$ cat src/sv/gdn_pkg.sv
// shared types and constants for the gregorian day number converter
// no dependencies; used by every other file of the block
`timescale 1ns / 1ps

package gdn_pkg;

   // pipeline depth, one valid bit per stage
   localparam int NUM_STAGES = 10;

   // operation codes carried in the func field
   localparam logic FUNC_TO_DAY  = 1'b0;
   localparam logic FUNC_TO_DATE = 1'b1;

   // day number constants
   localparam logic [22:0] JDN_BASE = 23'd1721119;
   localparam logic [22:0] JDN_MIN  = 23'd1721120;
   localparam logic [22:0] JDN_MAX  = 23'd5373484;

   // days in 400 years and in 4 years
   localparam logic [17:0] DAYS_400Y = 18'd146097;
   localparam logic [10:0] DAYS_4Y   = 11'd1461;

   typedef struct packed {
      logic        func;
      logic [13:0] year_in;
      logic [3:0]  month_in;
      logic [4:0]  mday_in;
      logic [22:0] day_number_in;
   } req_word_type;

   typedef struct packed {
      logic [22:0] day_number_out;
      logic [2:0]  weekday_out;
      logic [13:0] year_out;
      logic [3:0]  month_out;
      logic [4:0]  mday_out;
      logic        error;
   } rsp_word_type;

   // one load enable per pipeline stage
   typedef logic [NUM_STAGES-1:0] stage_en_type;

endpackage

$ cat src/sv/gdn_date_to_day.sv
// date to day number and weekday datapath, ten register stages
// depends on gdn_pkg
`timescale 1ns / 1ps

module gdn_date_to_day (
   input  logic                 clock,
   input  gdn_pkg::stage_en_type stage_en,
   input  logic [13:0]          year,
   input  logic [3:0]           month,
   input  logic [4:0]           mday,
   output logic [22:0]          day_number,
   output logic [2:0]           weekday,
   output logic                 error
);

   localparam logic [13:0] YEAR_FLOOR = 14'd1000;
   // floor(2^14 / 100); estimate is low by at most one
   localparam int          K100       = 14;
   localparam logic [7:0]  RECIP_100  = 8'((32'd1 << K100) / 32'd100);
   localparam logic [6:0]  CENT_DAYS  = 7'd100;

   // days from march 1 to the first of the month, march-based month index
   function automatic logic [8:0] month_offset(input logic [3:0] mm);
      logic [8:0] days;
      case (mm)
         4'd0:    days = 9'd0;
         4'd1:    days = 9'd31;
         4'd2:    days = 9'd61;
         4'd3:    days = 9'd92;
         4'd4:    days = 9'd122;
         4'd5:    days = 9'd153;
         4'd6:    days = 9'd184;
         4'd7:    days = 9'd214;
         4'd8:    days = 9'd245;
         4'd9:    days = 9'd275;
         4'd10:   days = 9'd306;
         4'd11:   days = 9'd337;
         4'd12:   days = 9'd367;
         default: days = 9'd0;
      endcase
      return days;
   endfunction

   // stage registers
   logic [13:0] y_s0_ff, y_s1_ff;
   logic [3:0]  mm_s0_ff, mm_s1_ff, mm_s2_ff;
   logic [4:0]  mday_s0_ff, mday_s1_ff, mday_s2_ff, mday_s3_ff;
   logic [9:0]  err_ff;
   logic [21:0] prod_s1_ff;
   logic [7:0]  q0_s2_ff;
   logic [7:0]  rem_s2_ff;
   logic [7:0]  cent_s3_ff;
   logic [6:0]  yoc_s3_ff;
   logic [8:0]  moff_s3_ff;
   logic [22:0] a4_s4_ff;
   logic [15:0] b4_s4_ff;
   logic [20:0] c_s4_ff, c_s5_ff;
   logic [22:0] sum_s5_ff;
   logic [22:0] dn_s6_ff, dn_s7_ff, dn_s8_ff, dn_s9_ff;
   logic [5:0]  dsum_s7_ff;
   logic [3:0]  fold_s8_ff;
   logic [2:0]  wd_s9_ff;

   // next values
   logic [13:0] y_in;
   logic [3:0]  mm_in;
   logic [21:0] prod_in;
   logic [7:0]  rem_in;
   logic [7:0]  cent_in;
   logic [6:0]  yoc_in;
   logic [25:0] a_in;
   logic [17:0] b_in;
   logic [20:0] c_in;
   logic [22:0] sum_in;
   logic [22:0] dn_in;
   logic [5:0]  dsum_in;
   logic [3:0]  fold_in;
   logic [2:0]  wd_in;

   // january and february belong to the previous march-based year
   always_comb begin
      if (month > 4'd2) begin
         y_in  = year;
         mm_in = 4'(month - 4'd3);
      end else begin
         y_in  = 14'(year - 14'd1);
         mm_in = 4'(month + 4'd9);
      end
   end

   assign prod_in = 22'(y_s0_ff) * 22'(RECIP_100);
   assign rem_in  = 8'(y_s1_ff - 14'(prod_s1_ff[21:K100]) * 14'(CENT_DAYS));

   // one correction step finishes year / 100 and year % 100
   always_comb begin
      if (rem_s2_ff >= 8'(CENT_DAYS)) begin
         cent_in = 8'(q0_s2_ff + 8'd1);
         yoc_in  = 7'(rem_s2_ff - 8'(CENT_DAYS));
      end else begin
         cent_in = q0_s2_ff;
         yoc_in  = rem_s2_ff[6:0];
      end
   end

   assign a_in   = 26'(cent_s3_ff) * 26'(gdn_pkg::DAYS_400Y);
   assign b_in   = 18'(yoc_s3_ff) * 18'(gdn_pkg::DAYS_4Y);
   assign c_in   = 21'(gdn_pkg::JDN_BASE) + 21'(mday_s3_ff) + 21'(moff_s3_ff);
   assign sum_in = a4_s4_ff + 23'(b4_s4_ff);
   assign dn_in  = err_ff[5] ? 23'd0 : 23'(sum_s5_ff + 23'(c_s5_ff));

   // 8 = 1 mod 7, so the octal digit sum keeps the remainder
   always_comb begin
      logic [23:0] dn_pad;
      dn_pad  = {1'b0, dn_s6_ff};
      dsum_in = '0;
      for (int i = 0; i < 8; i++) begin
         dsum_in = dsum_in + 6'(dn_pad[3*i +: 3]);
      end
   end

   assign fold_in = 4'(dsum_s7_ff[5:3]) + 4'(dsum_s7_ff[2:0]);

   always_comb begin
      if (fold_s8_ff >= 4'd14) begin
         wd_in = 3'd1;
      end else if (fold_s8_ff >= 4'd7) begin
         wd_in = 3'(fold_s8_ff - 4'd6);
      end else begin
         wd_in = 3'(fold_s8_ff + 4'd1);
      end
   end

   always_ff @(posedge clock) begin
      if (stage_en[0]) begin
         y_s0_ff    <= y_in;
         mm_s0_ff   <= mm_in;
         mday_s0_ff <= mday;
         err_ff[0]  <= (year <= YEAR_FLOOR);
      end
      if (stage_en[1]) begin
         prod_s1_ff <= prod_in;
         y_s1_ff    <= y_s0_ff;
         mm_s1_ff   <= mm_s0_ff;
         mday_s1_ff <= mday_s0_ff;
         err_ff[1]  <= err_ff[0];
      end
      if (stage_en[2]) begin
         q0_s2_ff   <= prod_s1_ff[21:K100];
         rem_s2_ff  <= rem_in;
         mm_s2_ff   <= mm_s1_ff;
         mday_s2_ff <= mday_s1_ff;
         err_ff[2]  <= err_ff[1];
      end
      if (stage_en[3]) begin
         cent_s3_ff <= cent_in;
         yoc_s3_ff  <= yoc_in;
         moff_s3_ff <= month_offset(mm_s2_ff);
         mday_s3_ff <= mday_s2_ff;
         err_ff[3]  <= err_ff[2];
      end
      if (stage_en[4]) begin
         a4_s4_ff  <= a_in[24:2];
         b4_s4_ff  <= b_in[17:2];
         c_s4_ff   <= c_in;
         err_ff[4] <= err_ff[3];
      end
      if (stage_en[5]) begin
         sum_s5_ff <= sum_in;
         c_s5_ff   <= c_s4_ff;
         err_ff[5] <= err_ff[4];
      end
      if (stage_en[6]) begin
         dn_s6_ff  <= dn_in;
         err_ff[6] <= err_ff[5];
      end
      if (stage_en[7]) begin
         dsum_s7_ff <= dsum_in;
         dn_s7_ff   <= dn_s6_ff;
         err_ff[7]  <= err_ff[6];
      end
      if (stage_en[8]) begin
         fold_s8_ff <= fold_in;
         dn_s8_ff   <= dn_s7_ff;
         err_ff[8]  <= err_ff[7];
      end
      if (stage_en[9]) begin
         wd_s9_ff  <= wd_in;
         dn_s9_ff  <= dn_s8_ff;
         err_ff[9] <= err_ff[8];
      end
   end

   assign day_number = dn_s9_ff;
   assign weekday    = wd_s9_ff;
   assign error      = err_ff[9];

endmodule

$ cat src/sv/gdn_day_to_date.sv
// day number to date datapath, ten register stages
// depends on gdn_pkg
`timescale 1ns / 1ps

module gdn_day_to_date (
   input  logic                 clock,
   input  gdn_pkg::stage_en_type stage_en,
   input  logic [22:0]          day_number,
   output logic [13:0]          year,
   output logic [3:0]           month,
   output logic [4:0]           mday,
   output logic                 error
);

   // reciprocals floor(2^k / d); each estimate is low by at most one
   localparam int          K400       = 24;
   localparam logic [6:0]  RECIP_400Y = 7'((32'd1 << K400) / 32'd146097);
   localparam int          K4Y        = 18;
   localparam logic [7:0]  RECIP_4Y   = 8'((32'd1 << K4Y) / 32'd1461);
   localparam int          K153       = 11;
   localparam logic [3:0]  RECIP_153  = 4'((32'd1 << K153) / 32'd153);
   // ceil(2^10 / 5), exact below 1024
   localparam int          K5         = 10;
   localparam logic [7:0]  RECIP_5    = 8'(((32'd1 << K5) + 32'd4) / 32'd5);
   localparam logic [7:0]  DAYS_5M    = 8'd153;
   localparam logic [24:0] N1_OFFSET  = 25'(4 * 1721119 + 1);

   // stage registers
   logic [23:0] n1_s0_ff, n1_s1_ff;
   logic [9:0]  err_ff;
   logic [30:0] prod1_s1_ff;
   logic [6:0]  cy0_s2_ff;
   logic [18:0] rem1_s2_ff;
   logic [6:0]  cy_s3_ff;
   logic [17:0] n2_s3_ff, n2_s4_ff;
   logic [25:0] prod2_s4_ff;
   logic [13:0] cent_s4_ff, cent_s5_ff;
   logic [7:0]  q2_s5_ff;
   logic [11:0] rem2_s5_ff;
   logic [13:0] yr_s6_ff, yr_s7_ff, yr_s8_ff;
   logic [10:0] r2_s6_ff;
   logic [10:0] n3_s7_ff;
   logic [14:0] prod3_s7_ff;
   logic [3:0]  mo0_s8_ff;
   logic [8:0]  rem3_s8_ff;
   logic [13:0] year_s9_ff;
   logic [3:0]  month_s9_ff;
   logic [4:0]  mday_s9_ff;

   // next values
   logic [23:0] n1_in;
   logic [30:0] prod1_in;
   logic [18:0] rem1_in;
   logic [6:0]  cy_in;
   logic [17:0] r1_in;
   logic [25:0] prod2_in;
   logic [13:0] cent_in;
   logic [11:0] rem2_in;
   logic [7:0]  j2_in;
   logic [10:0] r2_in;
   logic [10:0] n3_in;
   logic [14:0] prod3_in;
   logic [8:0]  rem3_in;
   logic [3:0]  mo_in;
   logic [7:0]  r3_in;
   logic [16:0] dq_in;
   logic [13:0] year_in;
   logic [3:0]  month_in;
   logic [4:0]  mday_in;

   assign n1_in    = 24'({day_number, 2'b00} - N1_OFFSET);
   assign prod1_in = 31'(n1_s0_ff) * 31'(RECIP_400Y);
   assign rem1_in  = 19'(25'(n1_s1_ff) - 25'(prod1_s1_ff[30:K400]) * 25'(gdn_pkg::DAYS_400Y));

   always_comb begin
      if (rem1_s2_ff >= 19'(gdn_pkg::DAYS_400Y)) begin
         cy_in = 7'(cy0_s2_ff + 7'd1);
         r1_in = 18'(rem1_s2_ff - 19'(gdn_pkg::DAYS_400Y));
      end else begin
         cy_in = cy0_s2_ff;
         r1_in = rem1_s2_ff[17:0];
      end
   end

   assign prod2_in = 26'(n2_s3_ff) * 26'(RECIP_4Y);
   assign cent_in  = 14'(cy_s3_ff) * 14'd100;
   assign rem2_in  = 12'(n2_s4_ff - 18'(prod2_s4_ff[25:K4Y]) * 18'(gdn_pkg::DAYS_4Y));

   always_comb begin
      if (rem2_s5_ff >= 12'(gdn_pkg::DAYS_4Y)) begin
         j2_in = 8'(q2_s5_ff + 8'd1);
         r2_in = 11'(rem2_s5_ff - 12'(gdn_pkg::DAYS_4Y));
      end else begin
         j2_in = q2_s5_ff;
         r2_in = rem2_s5_ff[10:0];
      end
   end

   // 5 * ((r2 + 4) / 4) - 3 folds to 5 * (r2 / 4) + 2
   assign n3_in    = 11'(11'(r2_s6_ff[10:2]) * 11'd5 + 11'd2);
   assign prod3_in = 15'(n3_in) * 15'(RECIP_153);
   assign rem3_in  = 9'(n3_s7_ff - 11'(prod3_s7_ff[14:K153]) * 11'(DAYS_5M));

   always_comb begin
      if (rem3_s8_ff >= 9'(DAYS_5M)) begin
         mo_in = 4'(mo0_s8_ff + 4'd1);
         r3_in = 8'(rem3_s8_ff - 9'(DAYS_5M));
      end else begin
         mo_in = mo0_s8_ff;
         r3_in = rem3_s8_ff[7:0];
      end
      dq_in = 17'(9'(r3_in) + 9'd5) * 17'(RECIP_5);
      // january and february close the march-based year
      if (mo_in < 4'd10) begin
         month_in = 4'(mo_in + 4'd3);
         year_in  = yr_s8_ff;
      end else begin
         month_in = 4'(mo_in - 4'd9);
         year_in  = 14'(yr_s8_ff + 14'd1);
      end
      mday_in = 5'(dq_in[16:K5]);
      if (err_ff[8]) begin
         month_in = '0;
         year_in  = '0;
         mday_in  = '0;
      end
   end

   always_ff @(posedge clock) begin
      if (stage_en[0]) begin
         n1_s0_ff  <= n1_in;
         err_ff[0] <= (day_number < gdn_pkg::JDN_MIN) || (day_number > gdn_pkg::JDN_MAX);
      end
      if (stage_en[1]) begin
         prod1_s1_ff <= prod1_in;
         n1_s1_ff    <= n1_s0_ff;
         err_ff[1]   <= err_ff[0];
      end
      if (stage_en[2]) begin
         cy0_s2_ff  <= prod1_s1_ff[30:K400];
         rem1_s2_ff <= rem1_in;
         err_ff[2]  <= err_ff[1];
      end
      if (stage_en[3]) begin
         cy_s3_ff  <= cy_in;
         n2_s3_ff  <= {r1_in[17:2], 2'b11};
         err_ff[3] <= err_ff[2];
      end
      if (stage_en[4]) begin
         prod2_s4_ff <= prod2_in;
         n2_s4_ff    <= n2_s3_ff;
         cent_s4_ff  <= cent_in;
         err_ff[4]   <= err_ff[3];
      end
      if (stage_en[5]) begin
         q2_s5_ff   <= prod2_s4_ff[25:K4Y];
         rem2_s5_ff <= rem2_in;
         cent_s5_ff <= cent_s4_ff;
         err_ff[5]  <= err_ff[4];
      end
      if (stage_en[6]) begin
         yr_s6_ff  <= 14'(cent_s5_ff + 14'(j2_in));
         r2_s6_ff  <= r2_in;
         err_ff[6] <= err_ff[5];
      end
      if (stage_en[7]) begin
         n3_s7_ff    <= n3_in;
         prod3_s7_ff <= prod3_in;
         yr_s7_ff    <= yr_s6_ff;
         err_ff[7]   <= err_ff[6];
      end
      if (stage_en[8]) begin
         mo0_s8_ff  <= prod3_s7_ff[14:K153];
         rem3_s8_ff <= rem3_in;
         yr_s8_ff   <= yr_s7_ff;
         err_ff[8]  <= err_ff[7];
      end
      if (stage_en[9]) begin
         year_s9_ff  <= year_in;
         month_s9_ff <= month_in;
         mday_s9_ff  <= mday_in;
         err_ff[9]   <= err_ff[8];
      end
   end

   assign year  = year_s9_ff;
   assign month = month_s9_ff;
   assign mday  = mday_s9_ff;
   assign error = err_ff[9];

endmodule

$ cat src/sv/gregorian_day_number_converter.sv
// ten register stages; rsp_valid is the valid bit of the last stage, set once an accepted req word reaches it
// throughput: one word per cycle, sustained as long as rsp_ready stays high
// ready ripples back through the ten stage valid bits; an empty stage is always ready
// reset clears the stage valid bits only, datapath registers are not reset
// depends on gdn_pkg, gdn_date_to_day and gdn_day_to_date
`timescale 1ns / 1ps

module gregorian_day_number_converter (
   input  logic                  clock,
   input  logic                  reset,
   input  logic                  req_valid,
   output logic                  req_ready,
   input  gdn_pkg::req_word_type req_word,
   output logic                  rsp_valid,
   input  logic                  rsp_ready,
   output gdn_pkg::rsp_word_type rsp_word
);

   localparam int NS = gdn_pkg::NUM_STAGES;

   // per-stage valid bits and the operation code that travels with each word
   logic [NS-1:0] v_ff;
   logic [NS-1:0] v_in;
   logic [NS-1:0] func_ff;

   // stage i may load when it is empty or its word moves on this cycle
   logic [NS:0]           rdy;
   gdn_pkg::stage_en_type stage_en;

   // results of the two datapaths, both registered in their last stage
   logic [22:0] d2d_day_number;
   logic [2:0]  d2d_weekday;
   logic        d2d_error;
   logic [13:0] d2c_year;
   logic [3:0]  d2c_month;
   logic [4:0]  d2c_mday;
   logic        d2c_error;

   // ready chain from the output back to the input
   always_comb begin
      rdy[NS] = rsp_ready;
      for (int i = NS - 1; i >= 0; i--) begin
         rdy[i] = !v_ff[i] || rdy[i+1];
      end
   end

   // a stage loads only when a word is arriving into it
   always_comb begin
      stage_en[0] = rdy[0] && req_valid;
      v_in[0]     = rdy[0] ? req_valid : v_ff[0];
      for (int i = 1; i < NS; i++) begin
         stage_en[i] = rdy[i] && v_ff[i-1];
         v_in[i]     = rdy[i] ? v_ff[i-1] : v_ff[i];
      end
   end

   always_ff @(posedge clock) begin
      if (reset) begin
         v_ff <= '0;
      end else begin
         v_ff <= v_in;
      end
   end

   // operation code follows the word down the pipe
   always_ff @(posedge clock) begin
      if (stage_en[0]) begin
         func_ff[0] <= req_word.func;
      end
      for (int i = 1; i < NS; i++) begin
         if (stage_en[i]) begin
            func_ff[i] <= func_ff[i-1];
         end
      end
   end

   assign req_ready = rdy[0];
   assign rsp_valid = v_ff[NS-1];

   // both datapaths see every word; the operation code picks the result
   gdn_date_to_day u_date_to_day (
      .clock      (clock),
      .stage_en   (stage_en),
      .year       (req_word.year_in),
      .month      (req_word.month_in),
      .mday       (req_word.mday_in),
      .day_number (d2d_day_number),
      .weekday    (d2d_weekday),
      .error      (d2d_error)
   );

   gdn_day_to_date u_day_to_date (
      .clock      (clock),
      .stage_en   (stage_en),
      .day_number (req_word.day_number_in),
      .year       (d2c_year),
      .month      (d2c_month),
      .mday       (d2c_mday),
      .error      (d2c_error)
   );

   // output select: fields of the other operation read as zero
   always_comb begin
      rsp_word = '0;
      if (func_ff[NS-1] == gdn_pkg::FUNC_TO_DAY) begin
         rsp_word.day_number_out = d2d_day_number;
         rsp_word.weekday_out    = d2d_weekday;
         rsp_word.error          = d2d_error;
      end else begin
         rsp_word.year_out  = d2c_year;
         rsp_word.month_out = d2c_month;
         rsp_word.mday_out  = d2c_mday;
         rsp_word.error     = d2c_error;
      end
   end

`ifndef SYNTHESIS
   // an accepted word always occupies the first stage next cycle
   a_accept_enters: assert property (@(posedge clock) disable iff (reset)
      req_valid && req_ready |=> v_ff[0])
      else $error("accepted word did not enter the first stage");

   // a result held by the sink stays put with its operation code
   a_stall_holds: assert property (@(posedge clock) disable iff (reset)
      v_ff[NS-1] && !rsp_ready |=> v_ff[NS-1] && $stable(func_ff[NS-1]))
      else $error("stalled result was lost or changed operation");

   // date to day number leaves the date fields clear and a real weekday
   a_to_day_fields: assert property (@(posedge clock) disable iff (reset)
      rsp_valid && func_ff[NS-1] == gdn_pkg::FUNC_TO_DAY |->
         rsp_word.year_out == 14'd0 && rsp_word.month_out == 4'd0 &&
         rsp_word.mday_out == 5'd0 && rsp_word.weekday_out != 3'd0)
      else $error("date to day number result has bad fields");

   // an early year reports day zero, which falls on weekday one
   a_early_year: assert property (@(posedge clock) disable iff (reset)
      rsp_valid && func_ff[NS-1] == gdn_pkg::FUNC_TO_DAY && rsp_word.error |->
         rsp_word.day_number_out == 23'd0 && rsp_word.weekday_out == 3'd1)
      else $error("early year result is not day zero");

   // a good day number always decodes to a real month and day, with the day number field clear
   a_to_date_range: assert property (@(posedge clock) disable iff (reset)
      rsp_valid && func_ff[NS-1] == gdn_pkg::FUNC_TO_DATE && !rsp_word.error |->
         rsp_word.month_out >= 4'd1 && rsp_word.month_out <= 4'd12 &&
         rsp_word.mday_out >= 5'd1 && rsp_word.day_number_out == 23'd0)
      else $error("day number to date result out of range");
`endif

endmodule
$ cat config.mk
export PLATFORM = sky130hd
export DESIGN_NAME = gregorian_day_number_converter
export DESIGN_NICKNAME = d
export VERILOG_FILES = /design/src/sv/gdn_pkg.sv /design/src/sv/gdn_date_to_day.sv /design/src/sv/gdn_day_to_date.sv /design/src/sv/gregorian_day_number_converter.sv
export SDC_FILE = /design/constraint.sdc
export NUM_CORES = 2
export LEC_CHECK = 0
export BUFFER_PORTS_ARGS = -buffer_cell sky130_fd_sc_hd__buf_2
export CORE_UTILIZATION = 57
export DETAILED_ROUTE_END_ITERATION = 16
export PLACE_DENSITY = 0.74
export SYNTH_ARGS = -nofsm -noshare
export SYNTH_HDL_FRONTEND = slang
export SYNTH_SLANG_ARGS = --single-unit
$ cat constraint.sdc
create_clock -name clock -period 17.8 [get_ports clock]
set_input_delay 3.56 -clock clock [delete_from_list [all_inputs] [get_ports clock]]
set_output_delay 3.56 -clock clock [all_outputs]
set_load 0.02 [all_outputs]
* After elaboration in Yosys (flattened, before gate mapping)
Memories as Yosys holds them, arrays and structs flattened. A register that Yosys moved wholly into a read port is not among the register bits.
Index checks and enable logic that the tools add are counted.
** Cells by class
- Equality and inequality tests :: 0
- Magnitude comparators :: 11
- Muxes and demuxes :: 16
- Reduce and logical (&&, ||, !) cells :: 31
- Shifts and indexed selects :: 0
- Multipliers :: 13
- Bitwise logic cells :: 0
- Add/sub/neg operators :: 36
- Div/mod/pow operators :: 0
** Operator list (count)
- adder 6 x 3 -> 6 bit :: 5
- multiplier 24 x 6 -> 30 bit, second input constant :: 1
- two-way mux 14 bit :: 2
- multiplier 18 x 8 -> 26 bit, second input constant :: 1
- two-way mux 26 bit :: 1
- multiplier 8 x 18 -> 25 bit, second input constant :: 1
- two-way mux 8 bit :: 3
- subtractor 24 x 23 -> 24 bit, second input constant :: 1
- adder 23 x 16 -> 23 bit :: 1
- adder 23 x 21 -> 23 bit :: 1
- greater-than comparator 23 bit, second input constant :: 1
- less-than comparator 23 x 21 -> 1 bit, second input constant :: 1
- two-way mux 23 bit :: 1
- multiplier 14 x 8 -> 22 bit, second input constant :: 1
- adder 20 x 6 -> 21 bit, first input constant :: 1
- adder 21 x 9 -> 21 bit :: 1
- >= comparator 19 x 18 -> 1 bit, second input constant :: 1
- multiplier 7 x 18 -> 19 bit, second input constant :: 1
- subtractor 19 bit :: 1
- multiplier 7 x 11 -> 18 bit, second input constant :: 1
- two-way mux 18 bit :: 1
- subtractor 18 bit, second input constant :: 1
- multiplier 17 x 8 -> 15 bit, second input constant :: 1
- adder 8 x 1 -> 8 bit, second input constant :: 2
- other kinds (43) :: 75
** Word-level totals
- Memory bits (read-only) :: 144
- Bits of input ports :: 51
- RAM bits :: 0
- Memories :: 1
- Bits in latches :: 0
- Register bits :: 671
** Memories
- (no name shown) :: depth 16, width 9, rd ports 1, clocked after Yosys merged registers in 1, wr ports 0, RTL line gdn_date_to_day.sv:25 : case (mm)

* Logic depth before layout (Yosys ltp)
- Word-level depth :: 12
- Depth in mapped cells :: 30
- Depth with buffers taken out :: 28

* Cells and area by module
A second synthesis with hierarchy kept.
** Unflattened totals
- Cells, all modules :: 3401
- Area total of the unflattened synthesis :: 41029.4 um2
** By module, submodules not included
- gdn_day_to_date :: area an instance 21579.4 um2, cells an instance 1827, sequential area each 8017.7 um2, times used 1
- gdn_date_to_day :: area an instance 18336.3 um2, cells an instance 1454, sequential area each 9038.7 um2, times used 1
- gregorian_day_number_converter :: area an instance 1113.6 um2, cells an instance 120, sequential area each 500.5 um2, times used 1

* Least setup slack after synthesis
OpenSTA, ideal clock, no wires.
- Path type :: input to register
- From :: input port rsp_ready
- To :: register func_ff[4] (enable)
- Stages on the path :: 5
- Slack :: 6.957 ns
- Arrival time :: 10.192 ns
- Path through :: nor2b_1 > and3_1 > and3_1 > clkbuf_1 > a21boi_0
** On the way
- Cells in the longest elaborated chain, start to end :: 7
** RTL lines
- start: declaration :: RTL line gregorian_day_number_converter.sv:15 : input logic rsp_ready,
- logical OR 1 bit (6 in a row) :: RTL line gregorian_day_number_converter.sv:43 : rdy[i] = !v_ff[i] || rdy[i+1];
- logical AND 1 bit :: RTL line gregorian_day_number_converter.sv:52 : stage_en[i] = rdy[i] && v_ff[i-1];
- via stage_en[4] :: RTL line gregorian_day_number_converter.sv:28 : gdn_pkg::stage_en_type stage_en;
- end signal: indexed assignment :: RTL line gregorian_day_number_converter.sv:72 : func_ff[i] <= func_ff[i-1];
- end: declaration :: RTL line gregorian_day_number_converter.sv:24 : logic [NS-1:0] func_ff;
The timed path passes the listed nets, and every way through them passes these cells.
A chain may end at the register's enable or synchronous reset.

* Final worst setup path
- From :: input port rsp_ready
- To :: output port req_ready
** On the way
- Cells in the longest elaborated chain, start to end :: 10
** RTL lines
- logical OR 1 bit (10 in a row) :: RTL line gregorian_day_number_converter.sv:43
- end: declaration :: RTL line gregorian_day_number_converter.sv:12 : output logic req_ready,
No other way between the ends.

==> impl_metrics.toml <==
[routing]
wl_per_cell_um = 14.02
drc = 0
drt_first_iter_violations = 896
vias_per_cell = 5.159
wl_mm = 62.54
ant_nets = 0
dr.pass1.iters = 5
dr_total_vias = 23010

[clock_tree]
cts_setup_buffers = 0
cts_buffers = 66
cts_tree = "yes"
cts.path.max_buffers = 3
clk_latency_ns = 0.61
clk_pin_slew_worst_paths_ns = 0.06
clockRootBuffer = "clkbuf_16"
clock_sinks = 588
htreeDepth = 3
postCtsResizedCells = 0
cts_hold_buf = 0

[grt]
grt_pass1_wl_mm = 107.0
grt_util_all_layers_pct = 18.21
grt_pass1_vias = 23240
antenna_found_initial = 0
overflow = 0
grt_start_max_net_pins = 84

[synth]
ys_seq_area_share_pct = 43.41
synth_edf_count = 578
ys.flop_type = "edfxtp_1"
syn_area_per_cell_sq_um = 12.20
synth_top_area_share_pct = 42.91
yosys-top-cells-count = "578 x edfxtp_1, 575 x ha_1, 561 x inv_1"
async_flop_share_pct = 0
postSynthCellCount = 3315
yosysWarnings = 0
syn_nets = 4192
yosys.cell_count.top_type = "edfxtp_1"
ys_ff_latch = 588
synth_area_sq_um = 40450
ys_top_cells_by_area = "edfxtp_1 43%, ha_1 18%, fa_1 12%, inv_1 5.2%, xnor2_1 4.2%"
synth_top_area_cell = "edfxtp_1"
synth_cell_type_count = 78

[critical_path]
cp.arrival_ns = 5.97
cp.depth = 9
r2r_start = "u_day_to_date.rem3_s8_ff[0]$_DFFE_PP_"
endpoint = "req_ready"
crit_start = "rsp_ready"
r2r_end = "u_day_to_date.mday[4]$_SDFFCE_PP0P_"
crit_fanout = 6
slowest_stage = "and3_1"
worstPathCellList = "buf_2, nor2b_1, and3_1, and3_1, nand3_1, nor2_1, buf_4, nand3_1, buf_2"
max_stage_delay_ns = 0.54
ff2ff_path_depth = 26
critPathCaptureType = "primary output"
crit_buf_inv = 3
cp.required_ns = 14.24
r2r_setup_slack_ns = 10.33
critPathKind = "input pin to primary output"
crit_family = "simple AND/OR/NAND/NOR gates"
startpoint_type = "input pin"

[sta]
tightest_slew_ns = 0.9979
hold_violations = 0
finalCriticalPeriod_ns = 9.525
drv_slew = 0
slew_headroom_pct = 33.47
timing.final.crit_share_pct = 53.51
rsz0062_at_grt = "false"
fmax_mhz = 105.0
setup_viol = 0
fin_hold_ws_ns = 0.4121
setup-tns-final_ns = 0
finClkSkew_ns = 0.01800

[final_layout]
finalInstanceArea_sq_um = 44340
final_cells = 4459
areaGrowthSynthToFinish_pct = 9.630
drive_above_1_share_pct = 7.360
fin_nets = 4348
n_antenna_cell = 0

[run]
maxCapViolCount = 0

[place]
gp_congestion = 0.8441
dpl.hpwl_mm = 49.21
post-place-cells = 4343
placed_cell_area_sq_um = 42230
port_buffers = 102

[power_and_ir_drop]
power_density_nw_per_um2 = 140.9
irDropWorstVdd_mv = 0.2221
leakagePower_uw = 0.01930
p_total_uw = 6248

[floorplanning]
die_area_sq_um = 72030
core_sq_um = 70150
die_h_um = 268.4
initial_core_util_pct = 57.66
die_w_um = 268.4
ios = 103
rows = 97

[worst_hold_path]
hold_path_class = "flop to flop"

[status]
status = "completed"
==> layer usage <==
metal / track usage, % / vias to the layer above / wire [um]
met5: 0 / - / 0
met1: 23.33 / 10900 / 28500
li1: - / 11710 / -
met4: 4.791 / 0 / 1288
met3: 2.685 / 95 / 1810
met2: 32.27 / 296 / 30940
==> kinds of logic after synthesis <==
group | after synthesis | share of synthesized area (%)
fa+ha+maj | 826 | 30.21
simple gates | 578 | 7.109
buf+inv | 589 | 5.488
flops | 588 | 43.41
xor+xnor | 308 | 6.670
mux | 13 | 0.3557
compound gates | 413 | 6.756
==> final cells by class <==
cell class	count	area, sq um
Timing Repair Buffer	116	615.6
Fill cell	5398	25810
Clock inverter	32	382.9
Clock buffer	84	1729
Tap cell	940	1176
Inverter	561	2106
Sequential cell	588	17560
Multi-Input combinational cell	2138	20770
==> sequential cells by signal, summed over array words and instances (netlist names), 11 cells and up <==
signal,cells
u_day_to_date.yr_s7_ff,14
u_date_to_day.y_s0_ff,14
u_day_to_date.yr_s6_ff,14
u_day_to_date.rem2_s5_ff,12
u_day_to_date.n2_s3_ff,16
u_day_to_date.cent_s4_ff,12
u_day_to_date.yr_s8_ff,14
u_date_to_day.dn_s6_ff,23
u_day_to_date.n1_s1_ff,16
u_date_to_day.a4_s4_ff,23
u_day_to_date.rem1_s2_ff,19
u_date_to_day.c_s4_ff,11
u_date_to_day.dn_s7_ff,23
u_date_to_day.dn_s8_ff,23
u_date_to_day.b4_s4_ff,16
u_day_to_date.n1_s0_ff,22
u_date_to_day.day_number,23
u_date_to_day.c_s5_ff,11
u_day_to_date.year,14
u_day_to_date.cent_s5_ff,12
u_date_to_day.sum_s5_ff,23
==> power breakdown <==
group / switching [uW] / internal [uW]
Sequential: 77.0 / 1800
Clock: 539 / 770
Combinational: 1600 / 1460
Total: 2220 / 4030
==> cells in the final DEF, fill, tap and decap left out, types with 12 or more instances in the layout <==
| cell type | Yosys | routed |
|---|---|---|
| buf_4 | 0 | 14 |
| edfxtp_1 | 578 | 578 |
| a31oi_1 | 19 | 17 |
| clkinv_1 | 0 | 12 |
| nand3_1 | 42 | 42 |
| xor2_1 | 116 | 116 |
| ha_1 | 575 | 575 |
| nand2b_1 | 28 | 28 |
| and2_1 | 30 | 30 |
| nand2_1 | 102 | 102 |
| xnor2_1 | 192 | 192 |
| a21o_1 | 50 | 50 |
| a211oi_1 | 18 | 18 |
| nor2_1 | 177 | 177 |
| nor2b_1 | 62 | 58 |
| or2_2 | 19 | 19 |
| nor3_1 | 41 | 41 |
| o21bai_1 | 15 | 15 |
| and3_1 | 16 | 16 |
| a21oi_1 | 125 | 125 |
| fa_1 | 251 | 251 |
| inv_1 | 561 | 561 |
| buf_2 | 1 | 102 |
| clkbuf_1 | 26 | 17 |
| o21a_1 | 24 | 24 |
| clkbuf_16 | 0 | 66 |
| o21ai_0 | 57 | 57 |
==> through the flow <==
step,util [%],worst slack [ns]
after CTS,63.21,8.259
after global routing,63.21,8.049
final,63.21,8.275
after detailed placement,60.20,8.286
after global placement,60.20,8.287
after floorplan,-,6.957
==> worst min path at each step <==
| stage | cells past startpoint | from | to | slack, ns |
|---|---|---|---|---|
| 6_report | 0 | u_day_to_date.yr_s7_ff[9]$_DFFE_PP_ | u_day_to_date.yr_s8_ff[9]$_DFFE_PP_ | 0.41 |
| 3_3_place_gp | 0 | u_day_to_date.yr_s7_ff[6]$_DFFE_PP_ | u_day_to_date.yr_s8_ff[6]$_DFFE_PP_ | 0.40 |
| 2_1_floorplan | 0 | func_ff[0]$_DFFE_PP_ | func_ff[1]$_DFFE_PP_ | 0.40 |
| 3_5_place_dp | 0 | u_date_to_day.dn_s8_ff[0]$_DFFE_PP_ | u_date_to_day.day_number[0]$_DFFE_PP_ | 0.40 |
| 5_1_grt | 0 | u_day_to_date.yr_s6_ff[12]$_DFFE_PP_ | u_day_to_date.yr_s7_ff[12]$_DFFE_PP_ | 0.42 |
| 4_1_cts | 0 | u_day_to_date.yr_s7_ff[3]$_DFFE_PP_ | u_day_to_date.yr_s8_ff[3]$_DFFE_PP_ | 0.41 |
No activity file was read; power rests on OpenSTA's default activity.
